[src/sv/rps_pkg.sv]
// ----------------------------------------------------------------------------
// rps_pkg
// Types, constants and helpers shared by the reflow profile sequencer.
// ----------------------------------------------------------------------------
package rps_pkg;

	// Number of profile rows the sequence walks through before it ends.
	localparam int PROFILE_ROWS = 8;

	// Profile rows held in the register file, one per configuration register.
	localparam int ROW_REGS  = 8;
	localparam int ROW_SEL_W = $clog2(ROW_REGS);
	localparam int ROW_IDX_W = 4;
	localparam int CFG_IDX_W = 4;
	localparam int ROW_W     = 33;
	localparam int TEMP_W    = 14;
	localparam int HOLD_W    = 16;
	localparam int KIND_W    = 2;
	localparam int S_DATA_W  = 16;
	localparam int M_DATA_W  = 24;

	localparam logic [ROW_IDX_W-1:0] ROW_END = ROW_IDX_W'(PROFILE_ROWS);

	typedef enum logic [KIND_W-1:0] {
		KIND_TICK  = 2'd0,
		KIND_START = 2'd1,
		KIND_STOP  = 2'd2,
		KIND_NONE  = 2'd3
	} kind_t;

	typedef enum logic [2:0] {
		MODE_OFF    = 3'd0,
		MODE_UPPER  = 3'd1,
		MODE_LOWER  = 3'd2,
		MODE_BOTH   = 3'd3,
		MODE_FINISH = 3'd4,
		MODE_RSVD5  = 3'd5,
		MODE_RSVD6  = 3'd6,
		MODE_RSVD7  = 3'd7
	} mode_t;

	// One profile row, packed exactly as the configuration register.
	typedef struct packed {
		logic [HOLD_W-1:0]        hold;
		logic signed [TEMP_W-1:0] target;
		mode_t                    mode;
	} row_t;

	localparam row_t ROW_RESET = '{hold: '0, target: '0, mode: MODE_FINISH};

	// Heater drive: bit 0 upper, bit 1 lower.
	function automatic logic [1:0] mode_drive(mode_t mode);
		logic [1:0] drive;
		case (mode)
			MODE_UPPER: drive = 2'b01;
			MODE_LOWER: drive = 2'b10;
			MODE_BOTH:  drive = 2'b11;
			default:    drive = 2'b00;
		endcase
		return drive;
	endfunction

endpackage

[src/sv/rps_row_table.sv]
// ----------------------------------------------------------------------------
// rps_row_table
// Profile row registers, written through the configuration channel and read
// at the current row index.
// ----------------------------------------------------------------------------
module rps_row_table import rps_pkg::*; (
	input  logic                 clk,
	input  logic                 arst_n,
	input  logic                 wr_en,
	input  logic [CFG_IDX_W-1:0] wr_index,
	input  logic [ROW_W-1:0]     wr_data,
	input  logic [ROW_SEL_W-1:0] rd_sel,
	output row_t                 rd_row
);

	row_t rows_q [ROW_REGS];

	always_ff @(posedge clk or negedge arst_n) begin
		if (!arst_n) begin
			for (int i = 0; i < ROW_REGS; i++) rows_q[i] <= ROW_RESET;
		end else if (wr_en && (wr_index < CFG_IDX_W'(ROW_REGS))) begin
			rows_q[wr_index[ROW_SEL_W-1:0]] <= row_t'(wr_data);
		end
	end

	assign rd_row = rows_q[rd_sel];

endmodule

[src/sv/rps_step_core.sv]
// ----------------------------------------------------------------------------
// rps_step_core
// Sequencer state and tick decision logic, with the result register.
// ----------------------------------------------------------------------------
module rps_step_core import rps_pkg::*; (
	input  logic                 clk,
	input  logic                 arst_n,
	input  logic                 item_valid,
	input  kind_t                item_kind,
	input  logic signed [TEMP_W-1:0] item_temp,
	output logic                 item_take,
	output logic [ROW_SEL_W-1:0] row_sel,
	input  row_t                 row,
	output logic                 m_axis_tvalid,
	input  logic                 m_axis_tready,
	output logic [M_DATA_W-1:0]  m_axis_tdata
);

	logic [ROW_IDX_W-1:0] row_q, row_d;
	logic [HOLD_W-1:0]    hold_q, hold_d;
	logic                 done_q, done_d;
	logic [1:0]           drive_q, drive_d;
	logic                 changed;
	logic                 out_valid_q;
	logic [M_DATA_W-1:0]  out_data_q;
	logic                 below, above;

	assign item_take = item_valid && (!out_valid_q || m_axis_tready);
	assign row_sel   = row_q[ROW_SEL_W-1:0];
	assign below     = item_temp < row.target;
	assign above     = item_temp > row.target;

	always_comb begin
		row_d   = row_q;
		hold_d  = hold_q;
		done_d  = done_q;
		drive_d = drive_q;
		changed = 1'b0;
		case (item_kind)
			KIND_START: begin
				row_d  = '0;
				hold_d = '0;
				done_d = 1'b0;
			end
			KIND_STOP: begin
				row_d   = '0;
				hold_d  = '0;
				done_d  = 1'b1;
				drive_d = 2'b00;
			end
			KIND_TICK: begin
				if (!done_q) begin
					if (row_q >= ROW_END || row.mode == MODE_FINISH) begin
						done_d  = 1'b1;
						drive_d = 2'b00;
					end else if (hold_q != '0) begin
						hold_d  = hold_q - 1'b1;
						drive_d = below ? mode_drive(row.mode) : 2'b00;
						if (hold_q == HOLD_W'(1)) begin
							row_d   = row_q + 1'b1;
							changed = 1'b1;
						end
					end else if (below) begin
						drive_d = mode_drive(row.mode);
					end else if (above) begin
						if (row.hold == '0) begin
							row_d   = row_q + 1'b1;
							changed = 1'b1;
						end else begin
							hold_d = row.hold;
						end
					end
				end
			end
			default: begin
			end
		endcase
	end

	always_ff @(posedge clk or negedge arst_n) begin
		if (!arst_n) begin
			row_q   <= '0;
			hold_q  <= '0;
			done_q  <= 1'b1;
			drive_q <= 2'b00;
		end else if (item_take) begin
			row_q   <= row_d;
			hold_q  <= hold_d;
			done_q  <= done_d;
			drive_q <= drive_d;
		end
	end

	always_ff @(posedge clk or negedge arst_n) begin
		if (!arst_n) begin
			out_valid_q <= 1'b0;
		end else if (item_take) begin
			out_valid_q <= 1'b1;
		end else if (m_axis_tready) begin
			out_valid_q <= 1'b0;
		end
	end

	always_ff @(posedge clk) begin
		if (item_take) begin
			out_data_q <= {hold_d, done_d, changed, row_d, drive_d[1], drive_d[0]};
		end
	end

	assign m_axis_tvalid = out_valid_q;
	assign m_axis_tdata  = out_data_q;

	// A beat that reports a row change leaves the index one past where it was.
	a_row_advance: assert property (@(posedge clk) disable iff (!arst_n)
		(item_take && changed) |=> (row_q == $past(row_q) + 1'b1))
		else $error("row change without index advance");

	// A stop always lands idle with the heaters off at row zero.
	a_stop_idle: assert property (@(posedge clk) disable iff (!arst_n)
		(item_take && item_kind == KIND_STOP) |=>
		(done_q && drive_q == 2'b00 && row_q == '0 && hold_q == '0))
		else $error("stop did not return to idle");

	// Heaters are never driven once the run is over.
	a_off_when_done: assert property (@(posedge clk) disable iff (!arst_n)
		done_q |-> (drive_q == 2'b00))
		else $error("heater on while finished");

	// The index never runs beyond the end-of-table marker.
	a_row_bound: assert property (@(posedge clk) disable iff (!arst_n)
		row_q <= ROW_END)
		else $error("row index past table end");

	// A held result is not overwritten while the receiver stalls.
	a_no_overrun: assert property (@(posedge clk) disable iff (!arst_n)
		(out_valid_q && !m_axis_tready) |-> !item_take)
		else $error("result overwritten under stall");

endmodule

[src/sv/reflow_profile_sequencer.sv]
// ----------------------------------------------------------------------------
// reflow_profile_sequencer
// Walks a two-heater oven through a stored profile of up to eight rows.
// ----------------------------------------------------------------------------
// Input beats carry a kind (tick with sample, start, stop) in tuser and a
// signed temperature in tdata. Each accepted beat produces exactly one result
// beat with the heater drives, row number, row-change pulse, finished flag
// and remaining hold ticks.
// Profile rows are written over the cfg channel, index 0 to 7, while the
// block is idle: a rule for the user, not enforced by the block. cfg_ready
// is always high and indexes past 7 are dropped. Each beat passes the input
// register, then the result register. Throughput is one beat per cycle
// without receiver stalls, set by the single state update per item.
// The input register takes a new beat whenever the result register is free
// or is being drained in the same cycle, so a stalled receiver holds one
// result and one waiting beat before s_axis_tready drops.
// Reset clears both registers, loads every row as a finish row, and leaves
// the sequencer finished with both heaters off until a start beat arrives.
// ----------------------------------------------------------------------------
module reflow_profile_sequencer import rps_pkg::*; (
	input  logic                 clk,
	input  logic                 arst_n,
	input  logic                 s_axis_tvalid,
	output logic                 s_axis_tready,
	input  logic [S_DATA_W-1:0]  s_axis_tdata,  // [13:0] temperature, [15:14] zero
	input  logic [KIND_W-1:0]    s_axis_tuser,  // [1:0] kind
	output logic                 m_axis_tvalid,
	input  logic                 m_axis_tready,
	// [0] heater_upper, [1] heater_lower, [5:2] step_number, [6] step_changed,
	// [7] finished, [23:8] hold_ticks_left
	output logic [M_DATA_W-1:0]  m_axis_tdata,
	input  logic                 cfg_valid,
	output logic                 cfg_ready,
	input  logic [CFG_IDX_W-1:0] cfg_index,
	input  logic [ROW_W-1:0]     cfg_data
);

	logic                     valid_s1;
	kind_t                    kind_s1;
	logic signed [TEMP_W-1:0] temp_s1;
	logic                     item_take;
	logic [ROW_SEL_W-1:0]     row_sel;
	row_t                     row;

	assign s_axis_tready = !valid_s1 || item_take;
	assign cfg_ready     = 1'b1;

	always_ff @(posedge clk or negedge arst_n) begin
		if (!arst_n) begin
			valid_s1 <= 1'b0;
		end else if (s_axis_tready) begin
			valid_s1 <= s_axis_tvalid;
		end
	end

	always_ff @(posedge clk) begin
		if (s_axis_tvalid && s_axis_tready) begin
			kind_s1 <= kind_t'(s_axis_tuser);
			temp_s1 <= s_axis_tdata[TEMP_W-1:0];
		end
	end

	rps_row_table u_table (
		.clk      (clk),
		.arst_n   (arst_n),
		.wr_en    (cfg_valid && cfg_ready),
		.wr_index (cfg_index),
		.wr_data  (cfg_data),
		.rd_sel   (row_sel),
		.rd_row   (row)
	);

	rps_step_core u_core (
		.clk           (clk),
		.arst_n        (arst_n),
		.item_valid    (valid_s1),
		.item_kind     (kind_s1),
		.item_temp     (temp_s1),
		.item_take     (item_take),
		.row_sel       (row_sel),
		.row           (row),
		.m_axis_tvalid (m_axis_tvalid),
		.m_axis_tready (m_axis_tready),
		.m_axis_tdata  (m_axis_tdata)
	);

endmodule

[config.mk]
export PLATFORM = sky130hd
export DESIGN_NAME = reflow_profile_sequencer
export DESIGN_NICKNAME = d
export VERILOG_FILES = /design/src/sv/rps_pkg.sv /design/src/sv/rps_row_table.sv /design/src/sv/rps_step_core.sv /design/src/sv/reflow_profile_sequencer.sv
export SDC_FILE = /design/constraint.sdc
export NUM_CORES = 1
export LEC_CHECK = 0
export ABC_AREA = 0
export ABC_CLOCK_PERIOD_IN_PS = 13550
export BUFFER_PORTS_ARGS = -buffer_cell sky130_fd_sc_hd__clkbuf_2
export CORE_MARGIN = 2
export CORE_UTILIZATION = 40
export DETAILED_ROUTE_END_ITERATION = 10
export PLACE_DENSITY_LB_ADDON = 0.2
export SLEW_MARGIN = 25
export SYNTH_ARGS = -nofsm -noshare
export SYNTH_HDL_FRONTEND = slang
export SYNTH_SLANG_ARGS = --single-unit
[constraint.sdc]
create_clock -name clk -period 13.55 [get_ports clk]
set_input_delay 0 -clock clk [delete_from_list [all_inputs] [get_ports clk]]
set_output_delay 0 -clock clk [all_outputs]
set_load 0.01 [all_outputs]
==> results of run 1 <==
==> cells by family (layout without fill, tap and decap cells) <==
| group | Yosys count | in the layout | synth area share [%] |
|---|---|---|---|
| compound gates | 109 | 109 | 4.696 |
| xor+xnor | 3 | 3 | 0.1703 |
| fa+ha+maj | 18 | 18 | 1.460 |
| buf+inv | 78 | 235 | 2.238 |
| flops | 329 | 329 | 54.74 |
| mux | 367 | 367 | 31.33 |
| other cells | 1 | 1 | 0.02431 |
| simple gates | 155 | 155 | 5.345 |
==> synthesized netlist by cell type (3+ instances only) <==
cell type  instances  area share (%)
a31oi_1            4            0.16
nor2_1            25            0.61
nand3_1            7            0.23
nor4_1             6            0.24
a32o_1             3            0.19
a22oi_1            3            0.15
buf_4              6            0.29
o21ai_0           35             1.1
dfstp_2            9             1.5
buf_1             12            0.29
clkbuf_1          37            0.90
nand3b_1           4            0.19
o21ai_1            3           0.097
nand4_1            6            0.24
nor3b_1            3            0.15
ha_1              18             1.5
nand2b_1           5            0.20
nand2_1           56             1.4
edfxtp_1          40             7.8
or3_1              3            0.12
buf_6              3            0.22
o22ai_1            5            0.20
a22o_1             3            0.17
or4_1              4            0.19
mux2_2           267              19
mux2i_1           34             2.2
a21oi_1           18            0.58
and3_1             6            0.24
inv_1             13            0.32
a21o_1             7            0.34
mux4_2            66             9.6
dfrtp_1          280              45
nor3_1            14            0.45
o21a_1             4            0.19
buf_2              6            0.19
==> report_power, final <==
part	leakage, nW	internal [mW]	switching [mW]
Combinational	3.13	0.417	0.441
Clock	0.661	0.684	0.400
Sequential	3.95	1.23	0.124
Total	7.73	2.34	0.965
==> sequential cells by signal (all words and copies together) (netlist names) <==
register,count
u_core.row_q,4
temp_s1,14
kind_s1,2
u_core.done_q,1
u_core.m_axis_tdata,24
u_table.rows_q,264
valid_s1,1
u_core.drive_q,2
u_core.m_axis_tvalid,1
u_core.hold_q,16
==> layout make-up <==
type	instances	area (um^2)	area share (%)
multi-input combinational	653	6668	36.57
timing repair buffer	153	1084	5.943
clock inverter	17	237.7	1.304
clock buffer	51	1102	6.046
sequential	329	8449	46.34
inverter	14	52.55	0.2882
tap	511	639.4	3.507
==> per-stage QoR <==
stage	hold WS (ns)	cell area [um^2]	cells	util [%]	power, mW
2_1_floorplan	-0.2956	15430	1060	-	2.009
3_3_place_gp	0.1257	16350	1607	43.22	2.197
3_5_place_dp	0.1266	16360	1607	43.23	2.219
4_1_cts	0.1447	18230	1728	48.17	3.333
5_1_grt	0.1677	18230	1728	48.18	3.493
6_report	0.1013	18230	1728	48.18	3.301
==> routing by layer <==
layer | up-vias | GRT usage [%] | part of all wire [%]
met5 | - | 0 | 0.068
met4 | 4 | 4.365 | 1.6
met3 | 48 | 3.433 | 4.2
met2 | 172 | 30.11 | 49
met1 | 4810 | 24.60 | 46
li1 | 4246 | - | -
==> final timing paths <==
kind,slack [ns],cells past startpoint,to,start
max,7.67,12,u_core.m_axis_tdata[9],u_core.row_q[0]
min,0.10,2,u_table.rows_q[203],arst_n
max reg2reg,7.67,12,u_core.m_axis_tdata[9],u_core.row_q[0]
min reg2reg,0.50,1,u_table.rows_q[58],u_table.rows_q[58]
max in group asynchronous,11.29,4,u_table.rows_q[84],arst_n
min in group clk,0.17,3,u_table.rows_q[142],cfg_index[0]
==> critical path: stages (launching register included) <==
cell	delay [ns]
dfrtp_4	0.77
buf_4	0.85
mux4_2	0.61
mux2i_1	0.18
ha_1	0.27
and4_1	0.21
o21a_1	0.12
o31ai_1	0.83
a21oi_1	0.23
or3b_1	0.70
and2_1	0.30
o311ai_0	0.26
o21ai_0	0.21
==> repair_timing <==
action                                 4_1_cts  5_1_grt
endpoints found under the hold margin      389        0
hold buffers                                53        0
setup endpoints to repair                    0        0
==> flow_metrics.env, run 1 <==
export IMPL_dpl_hpwl_mm=21.62
export IMPL_grt_max_degree=111
export IMPL_route_detailed_drc=0
export IMPL_cp_end_kind="register"
export IMPL_cts_setup_buffers=0
export IMPL_grt_pass1_wl_mm=57.19
export IMPL_synth_fp_nets=1138
export IMPL_worstSetupPathType="reg -> reg"
export IMPL_fillCellCount=3397
export IMPL_cts_repair_resized=0
export IMPL_cts_max_path_buffers=3
export IMPL_grt_setup_unrepaired="no"
export IMPL_pwr_density_cell_nw_per_um2=181.0
export IMPL_finalSetupTns_ns=0
export IMPL_htreeDepth=2
export IMPL_area_growth_pct=18.18
export IMPL_max_slew_worst_pin_slew_ns=1.035
export IMPL_synth_seq_cells=329
export IMPL_min_period_ns=5.877
export IMPL_p_leak_nw=7.735
export IMPL_synthDistinctLibCells=68
export IMPL_final_setup_viol_count=0
export IMPL_critPathLaunchType="register"
export IMPL_io_buffers=83
export IMPL_grt_overflow=0
export IMPL_fmax_ghz=0.1701
export IMPL_post_route_period_util_pct=43.38
export IMPL_drt_initial_drc_count=484
export IMPL_min_path_type="in -> async"
export IMPL_antenna_cells=0
export IMPL_routed_wl_mm=35.40
export IMPL_vias=9280
export IMPL_track_usage_pct=18.10
export IMPL_clk_pin_slew_ns=0.06
export IMPL_setup_slack_ns=7.673
export IMPL_antenna_left=0
export IMPL_synth_async_sr_flop_share_pct=87.84
export IMPL_synthFlopType="dfrtp_1"
export IMPL_syn_area_per_cell_um2=14.55
export IMPL_rows=71
export IMPL_hold_viol=0
export IMPL_seq_area_frac_synth_pct=54.74
export IMPL_drive_above_1_share_pct=42.89
export IMPL_antenna_found_initial=2
export IMPL_clock_latency_ns=0.53
export IMPL_cts_tree="yes"
export IMPL_grt_pass1_vias=9896
export IMPL_max_slew_margin_pct=30.41
export IMPL_drv_cap=0
export IMPL_clkSinkCount=329
export IMPL_crit_arrival_ns=6.09
export IMPL_synth_edff_count=40
export IMPL_cp_required_ns=13.76
export IMPL_outcome="finished, final reports clean"
export IMPL_slew_violations=0
export IMPL_final_setup_skew_ns=0.009826
export IMPL_die_w_um=200.4
export IMPL_layout_common_cells="dfrtp_1, mux2_2, clkbuf_2"
export IMPL_netlist_area_um2=15430
export IMPL_irDropWorstVdd_mv=0.1095
export IMPL_floorplan_initialDensity_pct=40.77
export IMPL_place_ws_ns=7.587
export IMPL_yosysWarnings=0
export IMPL_first_pass_iters=5
export IMPL_die_h_um=200.4
export IMPL_cts_root_buf="clkbuf_16"
export IMPL_routabilityCongestion=0.8227
export IMPL_dieArea_um2=40150
export IMPL_nNetsFinal=1267
export IMPL_cts_buffers=38
export IMPL_critPathMaxFanout=45
export IMPL_synthesis_instances=1060
export IMPL_core_area_um2=37840
export IMPL_wl_per_cell_um=20.48
export IMPL_pin_count=87
export IMPL_mostFrequentLayoutCell="dfrtp_1"
export IMPL_viasPerCell=5.370
Note: power is estimated with default switching activity, not from simulation.
==> inputs of run 2 (changes only) <==
Settings changed: ABC_AREA 0 to 1, ABC_CLOCK_PERIOD_IN_PS 13550 to 4950.
Clock period 13.55 ns to 4.95 ns, I/O delays scaled along.
==> flow_metrics.env, run 2 <==
export IMPL_outcome="finished, final reports clean"
export IMPL_routabilityCongestion=0.8609
export IMPL_synthTopCellsByArea="dfrtp_1, nand2_1, o21ai_0"
export IMPL_die_w_um=205.6
export IMPL_largest_reg_flops=264
export IMPL_total_power_mw=10.54
export IMPL_nNetsFinal=2246
export IMPL_post_route_period_util_pct=80.05
export IMPL_synth_most_common_cell="nand2_1"
export IMPL_cts_buffers=37
export IMPL_slew_violations=0
export IMPL_synth_top_area_share_pct=43.09
export IMPL_cts_tree="yes"
export IMPL_cts_max_path_buffers=3
export IMPL_max_slew_worst_pin_slew_ns=0.8773
export IMPL_min_period_ns=3.962
export IMPL_synth_common_cells="nand2_1, o21ai_0, dfrtp_1"
export IMPL_critPathLaunchType="register"
export IMPL_synth_seq_cells=329
export IMPL_grt_pass1_wl_mm=70.57
export IMPL_die_h_um=205.6
export IMPL_rows=73
export IMPL_clkSinkCount=329
export IMPL_area_growth_pct=15.26
export IMPL_synth_async_sr_flop_share_pct=87.84
export IMPL_irDropWorstVdd_mv=0.2890
export IMPL_drt_initial_drc_count=959
export IMPL_final_setup_viol_count=0
export IMPL_yosysWarnings=0
export IMPL_synth_fp_nets=2171
export IMPL_stdcell_count=2719
export IMPL_core_area_um2=39910
export IMPL_crit_arrival_ns=4.46
export IMPL_finalSetupTns_ns=0
export IMPL_grt_overflow=0
export IMPL_largest_register="u_table.rows_q"
export IMPL_pin_count=87
export IMPL_route_detailed_drc=0
export IMPL_p_leak_nw=9.218
export IMPL_clock_latency_ns=0.55
export IMPL_cts_repair_resized=0
export IMPL_dp_cells=2600
export IMPL_pwr_density_cell_nw_per_um2=562.3
export IMPL_worstSetupPathType="reg -> reg"
export IMPL_dieArea_um2=42280
export IMPL_multi_input_area_um2=6466
export IMPL_wl_per_cell_um=15.75
export IMPL_fillCellCount=3945
export IMPL_cp_end_kind="register"
export IMPL_antenna_found_initial=0
export IMPL_floorplan_initialDensity_pct=40.74
export IMPL_grt_pass1_vias=13310
export IMPL_cp_required_ns=5.44
export IMPL_clk_pin_slew_ns=0.06
export IMPL_seq_area_frac_synth_pct=51.93
export IMPL_final_setup_skew_ns=0.01767
export IMPL_regArea_um2=8451
export IMPL_viasPerCell=4.979
export IMPL_syn_area_per_cell_um2=7.769
export IMPL_synthDistinctLibCells=38
export IMPL_synth_top_cell_by_area="dfrtp_1"
export IMPL_routed_wl_mm=42.82
export IMPL_dpl_hpwl_mm=24.92
export IMPL_cts_setup_buffers=0
export IMPL_critPathMaxFanout=25
export IMPL_first_pass_iters=5
export IMPL_max_slew_margin_pct=41.51
export IMPL_netlist_area_um2=16260
export IMPL_hold_viol=0
export IMPL_antenna_left=0
export IMPL_postLayoutCellArea_um2=18740
export IMPL_layout_common_cells="nand2_1, o21ai_0, dfrtp_1"
export IMPL_track_usage_pct=21.16
export IMPL_synthesis_instances=2093
export IMPL_io_buffers=83
export IMPL_hold_ws_ns=0.03390
export IMPL_synth_edff_count=40
export IMPL_htreeDepth=2
export IMPL_synthFlopType="dfrtp_1"
export IMPL_grt_setup_unrepaired="no"
export IMPL_grt_max_degree=152
export IMPL_drive_above_1_share_pct=9.116
export IMPL_mostFrequentLayoutCell="nand2_1"
export IMPL_fmax_ghz=0.2524
export IMPL_cts_root_buf="clkbuf_16"
export IMPL_antenna_cells=0
export IMPL_drv_cap=0
export IMPL_vias=13540
export IMPL_min_path_type="in -> async"
export IMPL_placed_area_um2=17020
-- run 2: cell types whose count changed after synthesis, sizes merged, moves of 43 or more --
cell / change
nor2: +98
nand3: +84
o21ai: +342
mux4: -66
clkbuf: +43
mux2: -267
nand2: +649
inv: +195
-- run 2: area by class of cell --
type	count	share of cell area (%)
Sequential cell	329	45.09
Clock inverter	9	0.5675
Tap cell	525	3.505
Clock buffer	56	5.748
Multi-Input combinational cell	1427	34.50
Inverter	211	4.233
Timing Repair Buffer	162	6.356
-- run 2: logic make-up after synthesis --
kind of cell    after synthesis  synth area share [%]
compound gates              461                 14.71
xor+xnor                      7                0.3770
fa+ha+maj                    18                 1.385
buf+inv                     337                 8.610
flops                       329                 51.93
other cells                   1               0.02306
simple gates                940                 22.96
-- run 2: where the power goes --
| part | total (mW) | internal, mW | switching [mW] |
|---|---|---|---|
| combinational | 4.08 | 1.33 | 2.75 |
| sequential | 3.73 | 3.39 | 0.345 |
| clock | 2.72 | 1.61 | 1.12 |
-- run 2: layer usage --
layer / part of all wire (%) / track usage, % / vias to the layer above
met2: 48 / 36.09 / 265
met1: 45 / 27.65 / 6386
met4: 2.8 / 7.297 / 0
li1: - / - / 6816
met3: 3.7 / 2.803 / 71
met5: 0 / 0 / -
-- run 2: metrics by stage --
| step | utilization (%) | setup slack, ns |
|---|---|---|
| after floorplan | - | 1.510 |
| after global routing | 46.95 | 0.4741 |
| after global placement | 42.64 | 0.9652 |
| after detailed placement | 42.64 | 0.9516 |
| final | 46.95 | 0.9876 |
| after CTS | 46.95 | 0.9150 |
-- run 2: critical path: stages, from the launching register on --
cell	delay, ns
dfrtp_4	0.43
clkinv_2	0.32
buf_4	0.36
o21ai_0	0.17
o22ai_1	0.08
o21ai_0	0.40
ha_1	0.34
inv_1	0.06
nor2_1	0.03
o21ai_0	0.15
nand3_1	0.09
nand2_1	0.10
nand2_1	0.05
nand2_1	0.05
nand2_1	0.17
nor2_4	0.28
nand2_4	0.18
o21ai_1	0.17
nand2_1	0.07
nand2_1	0.06
nand2_1	0.05
nand2_1	0.13
nand2_1	0.07
nand2_1	0.07
-- run 2: final timing paths --
check | cells past startpoint | slack, ns | start | end
max | 23 | 0.99 | u_core.row_q[0] | u_core.hold_q[8]
min | 2 | 0.03 | arst_n | u_table.rows_q[236]
max reg2reg | 23 | 0.99 | u_core.row_q[0] | u_core.hold_q[8]
min reg2reg | 2 | 0.48 | u_table.rows_q[43] | u_table.rows_q[43]
max in group asynchronous | 3 | 3.76 | arst_n | u_core.row_q[0]
min in group clk | 2 | 0.16 | s_axis_tdata[9] | temp_s1[9]
-- run 2: timing repair --
action,in CTS,in global routing
hold buffers,54,0
endpoints found under the setup margin,0,0
endpoints found under the hold margin,364,0
